<file path="config.mk">
export PLATFORM = sky130hd
export DESIGN_NAME = delayed_sort_push_scheduler
export DESIGN_NICKNAME = d
export VERILOG_FILES = /design/src/design/dsps_pkg.sv /design/src/design/dsps_datapath.sv /design/src/design/dsps_ctrl.sv /design/src/design/delayed_sort_push_scheduler.sv
export SDC_FILE = /design/constraint.sdc
export NUM_CORES = 2
export LEC_CHECK = 0
export ABC_AREA = 1
export BUFFER_PORTS_ARGS = -buffer_cell sky130_fd_sc_hd__clkbuf_2
export CORE_MARGIN = 2
export CORE_UTILIZATION = 50
export CTS_BUF_LIST = sky130_fd_sc_hd__clkbuf_4 sky130_fd_sc_hd__clkbuf_8
export DETAILED_ROUTE_END_ITERATION = 12
export PLACE_DENSITY = 0.76
export REMOVE_ABC_BUFFERS = 1
export SLEW_MARGIN = 20
export SYNTH_ARGS = -nofsm -noshare
export SYNTH_HDL_FRONTEND = slang
export SYNTH_SLANG_ARGS = --single-unit
</file>
<file path="constraint.sdc">
create_clock -name i_clk -period 7.3 [get_ports i_clk]
set_input_delay 0.73 -clock i_clk [delete_from_list [all_inputs] [get_ports i_clk]]
set_output_delay 0.73 -clock i_clk [all_outputs]
set_load 0.02 [all_outputs]
</file>
<file path="src/design/dsps_pkg.sv">
// Package: shared types and constants of the delayed sort push scheduler.
`default_nettype none
package dsps_pkg;
    localparam int TASK_SLOTS = 10;
    localparam int BOXES      = 5;
    localparam int SLOT_W     = (TASK_SLOTS > 1) ? $clog2(TASK_SLOTS) : 1;
    localparam int BOX_W      = 3;
    localparam int IDX_W      = (BOXES > 1) ? $clog2(BOXES) : 1;

    localparam logic [7:0] FRAME_HEAD = 8'hAA;
    localparam logic [7:0] FRAME_TAIL = 8'h55;

    localparam logic [2:0] REG_FIRST   = 3'd0;
    localparam logic [2:0] REG_SPACING = 3'd1;
    localparam logic [2:0] REG_TRIMS   = 3'd2;
    localparam logic [2:0] REG_FWD     = 3'd3;
    localparam logic [2:0] REG_REV     = 3'd4;
    localparam logic [2:0] REG_NONE    = 3'd5;

    localparam logic [1:0] ACT_FWD  = 2'd0;
    localparam logic [1:0] ACT_REV  = 2'd1;
    localparam logic [1:0] ACT_STOP = 2'd2;

    // datapath commands from the controller
    typedef struct packed {
        logic                take_byte;  // run the parser on the input byte
        logic                place;      // store the pending frame at slot_idx
        logic                advance;    // clock_ms += 1
        logic                servo_chk;  // service servo servo_idx
        logic                slot_chk;   // service slot slot_idx
        logic                emit;       // move the staged result word to the output
        logic [IDX_W-1:0]    servo_idx;
        logic [SLOT_W-1:0]   slot_idx;
    } t_cmd;

    // datapath status to the controller
    typedef struct packed {
        logic frame_done;   // a good frame is pending placement
        logic servo_hit;    // selected servo produces a result
        logic slot_hit;     // selected slot produces a result
        logic slot_free;    // selected slot is free
    } t_status;
endpackage
`default_nettype wire

</file>
<file path="src/design/dsps_datapath.sv">
// Datapath: parser, configuration, task table, servo state and result word.
`default_nettype none
module dsps_datapath (
    input  wire logic                 i_clk,
    input  wire logic                 i_rst_n,
    input  wire logic                 i_cfg_valid,
    input  wire logic [2:0]           i_cfg_index,
    input  wire logic [59:0]          i_cfg_data,
    input  wire logic [7:0]           i_byte,
    input  wire dsps_pkg::t_cmd       i_cmd,
    output dsps_pkg::t_status         o_status,
    output logic [2:0]                o_servo_index,
    output logic [1:0]                o_servo_action,
    output logic [15:0]               o_box_count
);
    import dsps_pkg::*;

    typedef enum logic [1:0] {PH_HEAD, PH_ID, PH_TAIL} t_phase;

    logic [15:0] r_first, r_spacing, r_fwd, r_rev;
    logic [59:0] r_trims;
    t_phase      r_phase;
    logic [7:0]  r_pending;
    logic        r_frame;
    logic [31:0] r_clock;
    logic [31:0] r_delay;
    logic [TASK_SLOTS-1:0] r_sv;
    logic [BOX_W-1:0]      r_sbox [TASK_SLOTS];
    logic [31:0]           r_sdue [TASK_SLOTS];
    logic [BOXES-1:0]      r_busy;
    logic [BOXES-1:0]      r_fwdph;
    logic [31:0]           r_vdue [BOXES];
    logic [15:0]           r_cnt  [BOXES];
    logic [2:0]            r_st_idx;
    logic [1:0]            r_st_act;
    logic [15:0]           r_st_cnt;

    logic [IDX_W-1:0]  sel_i;
    logic [SLOT_W-1:0] sel_s;
    logic [IDX_W-1:0]  tsrv;
    logic              box_ok;
    logic              slot_due_ok, servo_due_ok;
    logic [31:0]       sdue_v, vdue_v, sd_diff, vd_diff;
    logic [2:0]        id_m1;
    logic signed [11:0] trim;
    logic [18:0]       span;
    logic signed [20:0] dsum;

    // trim and delay of the pending id (registered when the frame completes)
    always_comb begin
        id_m1 = r_pending[2:0] - 3'd1;
        case (id_m1)
            3'd0:    trim = r_trims[11:0];
            3'd1:    trim = r_trims[23:12];
            3'd2:    trim = r_trims[35:24];
            3'd3:    trim = r_trims[47:36];
            3'd4:    trim = r_trims[59:48];
            default: trim = 12'sd0;
        endcase
        span = 19'(r_spacing) * 19'(id_m1);
        dsum = $signed({5'd0, r_first}) + $signed({2'd0, span}) + 21'(trim);
    end

    assign sel_i = i_cmd.servo_idx;
    assign sel_s = i_cmd.slot_idx;
    always_comb begin
        sdue_v = r_sdue[sel_s];
        vdue_v = r_vdue[sel_i];
        sd_diff = r_clock - sdue_v;
        vd_diff = r_clock - vdue_v;
        slot_due_ok  = !sd_diff[31];
        servo_due_ok = !vd_diff[31];
        tsrv   = IDX_W'(r_sbox[sel_s] - 3'd1);
        box_ok = r_sbox[sel_s] >= 3'd1 && r_sbox[sel_s] <= BOX_W'(BOXES);
    end

    always_comb begin
        o_status.frame_done = r_frame;
        o_status.servo_hit  = r_busy[sel_i] && servo_due_ok;
        o_status.slot_free  = !r_sv[sel_s];
        o_status.slot_hit   = r_sv[sel_s] && slot_due_ok && box_ok && !r_busy[tsrv];
    end

    // configuration registers
    always_ff @(posedge i_clk) begin
        if (!i_rst_n) begin
            r_first <= 16'd8750; r_spacing <= 16'd10500;
            r_trims <= 60'd1099427782656; r_fwd <= 16'd1000; r_rev <= 16'd1000;
        end else if (i_cfg_valid) begin
            unique case (i_cfg_index)
                REG_FIRST:   r_first   <= i_cfg_data[15:0];
                REG_SPACING: r_spacing <= i_cfg_data[15:0];
                REG_TRIMS:   r_trims   <= i_cfg_data;
                REG_FWD:     r_fwd     <= i_cfg_data[15:0];
                REG_REV:     r_rev     <= i_cfg_data[15:0];
                default: ;
            endcase
        end
    end

    // parser, table and servo state
    always_ff @(posedge i_clk) begin
        if (!i_rst_n) begin
            r_phase <= PH_HEAD; r_pending <= 8'd0; r_frame <= 1'b0;
            r_clock <= 32'd0; r_sv <= '0; r_busy <= '0; r_fwdph <= '0;
            for (int k = 0; k < BOXES; k++) begin
                r_cnt[k] <= 16'd0; r_vdue[k] <= 32'd0;
            end
        end else begin
            if (i_cmd.take_byte) begin
                r_frame <= 1'b0;
                unique case (r_phase)
                    PH_HEAD: if (i_byte == FRAME_HEAD) r_phase <= PH_ID;
                    PH_ID: begin
                        r_pending <= i_byte; r_phase <= PH_TAIL;
                    end
                    PH_TAIL: begin
                        r_frame <= (i_byte == FRAME_TAIL) && r_pending >= 8'd1
                                   && r_pending <= 8'(BOXES);
                        r_delay <= dsum[20] ? 32'd0 : {12'd0, dsum[19:0]};
                        r_phase <= PH_HEAD;
                    end
                    default: r_phase <= PH_HEAD;
                endcase
            end
            if (i_cmd.place) begin
                r_frame <= 1'b0;
                r_sv[sel_s]   <= 1'b1;
                r_sbox[sel_s] <= r_pending[2:0];
                r_sdue[sel_s] <= r_clock + r_delay;
            end
            if (i_cmd.advance) r_clock <= r_clock + 32'd1;
            // move the staged word to the output register
            if (i_cmd.emit) begin
                o_servo_index  <= r_st_idx;
                o_servo_action <= r_st_act;
                o_box_count    <= r_st_cnt;
            end
            if (i_cmd.servo_chk && o_status.servo_hit) begin
                r_st_idx <= BOX_W'(sel_i);
                r_st_cnt <= r_cnt[sel_i];
                if (r_fwdph[sel_i]) begin
                    r_fwdph[sel_i] <= 1'b0;
                    r_vdue[sel_i]  <= r_clock + {16'd0, r_rev};
                    r_st_act       <= ACT_REV;
                end else begin
                    r_busy[sel_i]  <= 1'b0;
                    r_st_act       <= ACT_STOP;
                end
            end
            if (i_cmd.slot_chk && r_sv[sel_s] && slot_due_ok
                && !(box_ok && r_busy[tsrv])) begin
                r_sv[sel_s] <= 1'b0;
                if (box_ok) begin
                    r_busy[tsrv]  <= 1'b1;
                    r_fwdph[tsrv] <= 1'b1;
                    r_vdue[tsrv]  <= r_clock + {16'd0, r_fwd};
                    r_cnt[tsrv]   <= r_cnt[tsrv] + 16'd1;
                    r_st_idx      <= BOX_W'(tsrv);
                    r_st_act      <= ACT_FWD;
                    r_st_cnt      <= r_cnt[tsrv] + 16'd1;
                end
            end
        end
    end
endmodule
`default_nettype wire

</file>
<file path="src/design/dsps_ctrl.sv">
// Controller: sequences byte handling, slot search and the per-tick service scan.
`default_nettype none
module dsps_ctrl (
    input  wire logic              i_clk,
    input  wire logic              i_rst_n,
    input  wire logic              i_valid,
    input  wire logic              i_command,
    output logic                   o_stall,
    input  wire dsps_pkg::t_status i_status,
    output dsps_pkg::t_cmd         o_cmd,
    output logic                   o_valid,
    output logic                   o_last,
    input  wire logic              i_out_stall
);
    import dsps_pkg::*;

    typedef enum logic [2:0] {S_IDLE, S_FIND, S_SERVO, S_SLOT, S_OUT} t_state;

    t_state            r_state;
    logic [IDX_W-1:0]  r_si;
    logic [SLOT_W-1:0] r_ti;
    logic              r_pend;       // a result is staged but its last flag unknown
    logic              hit;
    logic              out_free;
    logic              go;

    assign o_stall  = (r_state != S_IDLE);
    assign out_free = !o_valid || !i_out_stall;
    assign hit = (r_state == S_SERVO) ? i_status.servo_hit : i_status.slot_hit;
    // a new hit waits until the older staged word can move to the output
    assign go  = !(hit && r_pend && !out_free);

    always_comb begin
        o_cmd = '0;
        o_cmd.servo_idx = r_si;
        o_cmd.slot_idx  = r_ti;
        unique case (r_state)
            S_IDLE:  begin
                o_cmd.take_byte = i_valid && !i_command;
                o_cmd.advance   = i_valid && i_command;
            end
            S_FIND:  o_cmd.place = i_status.frame_done && i_status.slot_free;
            S_SERVO: begin
                o_cmd.servo_chk = go;
                o_cmd.emit      = go && hit && r_pend;
            end
            S_SLOT:  begin
                o_cmd.slot_chk = go;
                o_cmd.emit     = go && hit && r_pend;
            end
            S_OUT:   o_cmd.emit = r_pend && out_free;
            default: ;
        endcase
    end

    // scan an entry per cycle unless held; staged word leaves at a later hit or scan end
    always_ff @(posedge i_clk) begin
        if (!i_rst_n) begin
            r_state <= S_IDLE; r_si <= '0; r_ti <= '0; o_valid <= 1'b0;
            o_last <= 1'b0; r_pend <= 1'b0;
        end else begin
            if (o_cmd.emit) begin
                o_valid <= 1'b1;
                o_last  <= (r_state == S_OUT);
            end else if (!i_out_stall) begin
                o_valid <= 1'b0;
            end
            unique case (r_state)
                S_IDLE: if (i_valid) begin
                    r_si <= '0; r_ti <= '0;
                    r_state <= i_command ? S_SERVO : S_FIND;
                end
                S_FIND: begin
                    if (!i_status.frame_done || i_status.slot_free
                        || r_ti == SLOT_W'(TASK_SLOTS - 1)) r_state <= S_IDLE;
                    else r_ti <= r_ti + 1'b1;
                end
                S_SERVO: if (go) begin
                    if (hit) r_pend <= 1'b1;
                    if (r_si == IDX_W'(BOXES - 1)) r_state <= S_SLOT;
                    else r_si <= r_si + 1'b1;
                end
                S_SLOT: if (go) begin
                    if (hit) r_pend <= 1'b1;
                    if (r_ti == SLOT_W'(TASK_SLOTS - 1)) r_state <= S_OUT;
                    else r_ti <= r_ti + 1'b1;
                end
                S_OUT: if (!r_pend || out_free) begin
                    r_pend  <= 1'b0;
                    r_state <= S_IDLE;
                end
                default: r_state <= S_IDLE;
            endcase
        end
    end
endmodule
`default_nettype wire

</file>
<file path="src/design/delayed_sort_push_scheduler.sv">
// Top level: delayed sort push scheduler.
// Input channel carries a word of command and rx_byte: command 0 feeds the
// serial frame parser (0xAA, box id, 0x55), command 1 is a millisecond tick.
// Output channel carries one word per servo command issued by a tick, with
// last set on the final word of that tick; bytes and quiet ticks give none.
// Configuration writes (index 0..4) go through the cfg channel; the user must
// write only while idle, as the block itself does not enforce it. A byte is
// parsed as it is accepted; the controller then visits its find state, where
// a complete frame searches the task table one slot per cycle, before the
// next word is taken. A tick scans the servos and then the task slots, one
// entry per cycle unless held as below, and then passes its output state
// before the next word is taken. Each result is staged until a later hit or
// the scan end shows whether it is last.
// When the receiver stalls, the scan holds at the next hit, and at the scan
// end, until the output register drains.
// Synchronous reset clears the parser, clock, task table and servo state
// and restores the configuration defaults.
`default_nettype none
module delayed_sort_push_scheduler (
    input  wire logic        i_clk,
    input  wire logic        i_rst_n,
    input  wire logic        i_valid,
    output logic             o_stall,
    input  wire logic        i_command,
    input  wire logic [7:0]  i_rx_byte,
    output logic             o_valid,
    input  wire logic        i_stall,
    output logic [2:0]       o_servo_index,
    output logic [1:0]       o_servo_action,
    output logic [15:0]      o_box_count,
    output logic             o_last,
    input  wire logic        i_cfg_valid,
    output logic             o_cfg_ready,
    input  wire logic [2:0]  i_cfg_index,
    input  wire logic [59:0] i_cfg_data
);
    import dsps_pkg::*;

    t_cmd       cmd;
    t_status    status;

    assign o_cfg_ready = 1'b1;

    dsps_ctrl u_ctrl (
        .i_clk(i_clk), .i_rst_n(i_rst_n), .i_valid(i_valid), .i_command(i_command),
        .o_stall(o_stall), .i_status(status), .o_cmd(cmd), .o_valid(o_valid),
        .o_last(o_last), .i_out_stall(i_stall)
    );

    dsps_datapath u_dp (
        .i_clk(i_clk), .i_rst_n(i_rst_n), .i_cfg_valid(i_cfg_valid),
        .i_cfg_index(i_cfg_index), .i_cfg_data(i_cfg_data), .i_byte(i_rx_byte),
        .i_cmd(cmd), .o_status(status), .o_servo_index(o_servo_index),
        .o_servo_action(o_servo_action), .o_box_count(o_box_count)
    );
endmodule
`default_nettype wire

</file>
==> reports/metrics.sh <==
LAYOUT.CORE_UTILIZATION=0.565
FINAL.HOLD.WORST_SLACK_NS=0.103
CLOCK_TREE.ROOT_CELL='sky130_fd_sc_hd__clkbuf_8'
WORST_HOLD_PATH_TYPE='in2reg'
MAX_CAP_VIOL_COUNT=0
BOUNDARYPINS=102
WORST_EP_ARRIVAL_TIME_NS=7.51
POST_DRT_WL_PER_CELL_UM=20.1
POSTSYNTHAREAPERCELL_UM2=9.81
N_FILL_CELL=7896
TIMING.FINAL.CRIT_SHARE=0.932
CTS_MADE_BUFFERS=164
CLK_PIN_SLEW_NS=0.07
VIA_PER_INST=5.85
ANTENNA_VIOLATING_NETS_POST_ROUTE=0
FINALWEIGHTEDCONGESTION=0.897
ROUTED_WIRELENGTH_MM=129
CP.REQUIRED_NS=8.00
INITIAL_UTILIZATION=0.505
CRITICAL_PATH.N_BUFFERS_INVERTERS=5
FINAL_NET_COUNT=5286
NUMBER_OF_DRC_VIOLATIONS_AFTER_DETAILED_ROUTING=0
CLOCK_TREE.HTREE_LEVEL_COUNT=4
INSERTION_DELAY_NS=0.87
DRT-PASS1-ITER-COUNT=7
CRITICAL_PATH_PEAK_FANOUT=12
FINAL-SETUP-VIOL-COUNT=0
FIRST_GLOBAL_VIAS=36300
MULTI_INPUT_AREA_MM2=0.0176
FLOORPLAN.CORE_AREA_MM2=0.0950
PLACE.PORT_BUFFERS=100
POWER.IR.VDD_WORST_uV=295
LARGEST_CLOCK_SKEW_IN_THE_FINAL_DESIGN_NS=0.0550
TIGHTEST_SLEW_NS=1.03
WORST_PATH_DOMINANT_CELL_FAMILY='simple AND/OR/NAND/NOR gates'
POWER-PER-CELL-AREA_mW_PER_MM2=298
CP_SLOWEST_CELL='sky130_fd_sc_hd__inv_1'
MET3_WIRELENGTH_MM=12.2
YOSYS_WARNINGS=0
FINALHOLDVIOLCOUNT=0
TOPROUTINGLAYERUSED='met4'
SYNTH-ASYNC-RESET-RATIO=0
SYNTH-EDFF-COUNT=796
AREA_GROWTH_PCT=11.9
FINAL.MIN_CLOCK_PERIOD_NS=6.81
CP_SLOWEST_STAGE_DELAY_NS=0.57
FLOPS_LATCHES_SYNTH=1003
GLOBALROUTETOTALUTIL=0.258
TRITONCTS_CLOCK_TREE='yes'
DIE_W_UM=314
CRITPATHMOSTFREQUENTCELL='sky130_fd_sc_hd__nand3_1'
REGISTER_AREA_MM2=0.0281
GRT_FIRST_PASS_WIRELENGTH_MM=199
DIE_HEIGHT_UM=314
SYNTH.CELL_AREA_MM2=0.0480
GLOBALROUTE.TOTALOVERFLOW=0
CTS_HOLD_REPAIR.BUFFERS=0
DETAILED_PLACE_HPWL_MM=79.3
DIE_AREA_MM2=0.0984
PLACEMENTROWS=113
WORST_SETUP_PATH_START_KIND='flop'
CLOCKBUFFERDEPTH=3
PATH_CLASS='reg2reg'
GRT_MAX_DEGREE=120
STANDBY_LEAKAGE_POWER_nW=20.7
DR_TOTAL_VIAS=37500
YOSYSUNIQUECELLTYPES=57
CRITICAL_PATH_SINK_TYPE='flop'
TIMING.FMAX_MHz=147
NUMCLOCKSINKS=1003
FINAL_CELL_MIX='sky130_fd_sc_hd__nor2_1 (922), sky130_fd_sc_hd__edfxtp_1 (796), sky130_fd_sc_hd__nand2_1 (626)'
WL_MET2_MM=60.9
DR.FIRST_ITER.DRC_COUNT=3741
POST_SYNTH_INST_COUNT=4891
SYNTH_FLOP_CELL='sky130_fd_sc_hd__edfxtp_1'
POST_ROUTE_CELLS_DRIVE_ABOVE_1_SHARE=0.112
FINAL-MAX-SLEW-VIOLATION-COUNT=0
MET1_LENGTH_MM=50.9
GRT_ANTENNA_BEFORE_REPAIR=1
SYNTH_SEQ_AREA_SHARE=0.585
OUTCOME='completed'
FINAL_COMMON_CELL='sky130_fd_sc_hd__nor2_1'
WORST_SLEW_MARGIN_REL=0.312
[worst paths after layout]
kind | slack [ns] | cells after the start | end | startpoint
setup / recovery | 0.49 | 43 | u_dp.r_vdue[4][31] | flop
hold / removal | 0.10 | 3 | u_dp.r_trims[37] | i_cfg_data[37]
setup reg to reg | 0.49 | 43 | u_dp.r_vdue[4][31] | flop
hold reg to reg | 0.42 | 0 | u_dp.o_box_count[13] | u_dp.r_st_cnt[13]
[routing by layer]
| metal | up-vias | track usage |
|---|---|---|
| li1 | 17300 | - |
| met1 | 18000 | 0.338 |
| met2 | 1973 | 0.419 |
| met3 | 331 | 0.0464 |
| met4 | 0 | 0.117 |
| met5 | - | 0 |
[area by class of cell]
type / count / area share
clock buffers: 237 / 0.0530
multi-input cells: 3268 / 0.328
inverters: 361 / 0.0255
diodes: 2 / 0.0000933
clock inverters: 56 / 0.00893
repair buffers: 224 / 0.0316
flip-flops and latches: 1003 / 0.523
well taps: 1265 / 0.0295
[Yosys cell counts (all sizes together) (2+ instances only)]
master | count | area share
or2 | 4 | 0.00052
xnor2 | 27 | 0.0053
o21bai | 5 | 0.00078
o211ai | 56 | 0.0089
a32o | 2 | 0.00042
o221a | 2 | 0.00047
nand2 | 640 | 0.051
a21o | 4 | 0.00063
edfxtp | 796 | 0.50
a221oi | 9 | 0.0016
o31ai | 19 | 0.0030
nand4 | 24 | 0.0034
inv | 355 | 0.028
o21a | 6 | 0.00094
fa | 32 | 0.013
dfxtp | 207 | 0.086
o221ai | 86 | 0.016
clkinv | 6 | 0.00047
clkbuf | 191 | 0.015
nor3 | 45 | 0.0048
xor2 | 84 | 0.016
nor3b | 3 | 0.00047
a31oi | 17 | 0.0022
a21oi | 212 | 0.022
nand3b | 5 | 0.00078
nor2 | 941 | 0.074
nor4 | 18 | 0.0023
o21ai | 629 | 0.066
a211oi | 7 | 0.0011
buf | 68 | 0.0087
ha | 155 | 0.040
o22ai | 71 | 0.0093
a22oi | 5 | 0.00078
nand3 | 154 | 0.017
[through the flow]
stage                     TNS [ns]  total power, mW  setup WS, ns  cell area [um2]  std cells
after floorplan           -3588.35             9.48         -5.79            46800       4632
after global placement           0             10.7         0.262            50100       6112
after detailed placement         0             10.9        0.0561            50100       6112
after CTS                        0             15.8       0.00689            53400       6405
after global routing      -0.00406             16.7      -0.00406            53700       6416
final                            0             16.0         0.495            53700       6416
[cell families (layout without fill, tap and decap cells)]
kind of cell	Yosys count	after routing	synth area share
AND/OR/NAND/NOR	1835	1835	0.154
AO/OA/AOI/OAI	1134	1134	0.135
flip-flops	1003	1003	0.585
buffers and inverters	620	878	0.0519
adder cells (fa/ha/maj)	187	187	0.0538
XOR/XNOR	111	111	0.0210
other	1	3	0.0000782
[worst min-delay path, stage by stage]
cell                       delay, ns
sky130_fd_sc_hd__clkbuf_2       0.07
sky130_fd_sc_hd__nand2_1        0.04
sky130_fd_sc_hd__nand3_1        0.06
[flip-flops by register name, summed over array words and instances (netlist names), 4 cells and up, named ones only]
name and cells:
u_dp.r_trims 60, u_dp.r_cnt 128, u_dp.r_pending 8, u_dp.r_busy 5, u_dp.r_clock 32, u_dp.r_spacing 16, u_dp.r_fwd 16, u_dp.r_st_cnt 16
u_dp.o_box_count 16, u_dp.r_delay 20, u_dp.r_fwdph 5, u_dp.r_rev 16, u_dp.r_sv 10, u_dp.r_sbox 30, u_dp.r_vdue 256, u_dp.r_sdue 320
u_ctrl.r_ti 4, u_dp.r_first 16
[power by group]
group | switching (mW) | leakage (nW) | internal [mW]
Clock | 2.30 | 1.75 | 2.70
Sequential | 0.111 | 9.20 | 6.41
Combinational | 3.12 | 9.74 | 1.33
[timing repair]
action	CTS	global route
setup buffers	0	6
gates resized for setup	0	32
setup endpoints to repair	0	140
Note: power is estimated with default switching activity, not from simulation.
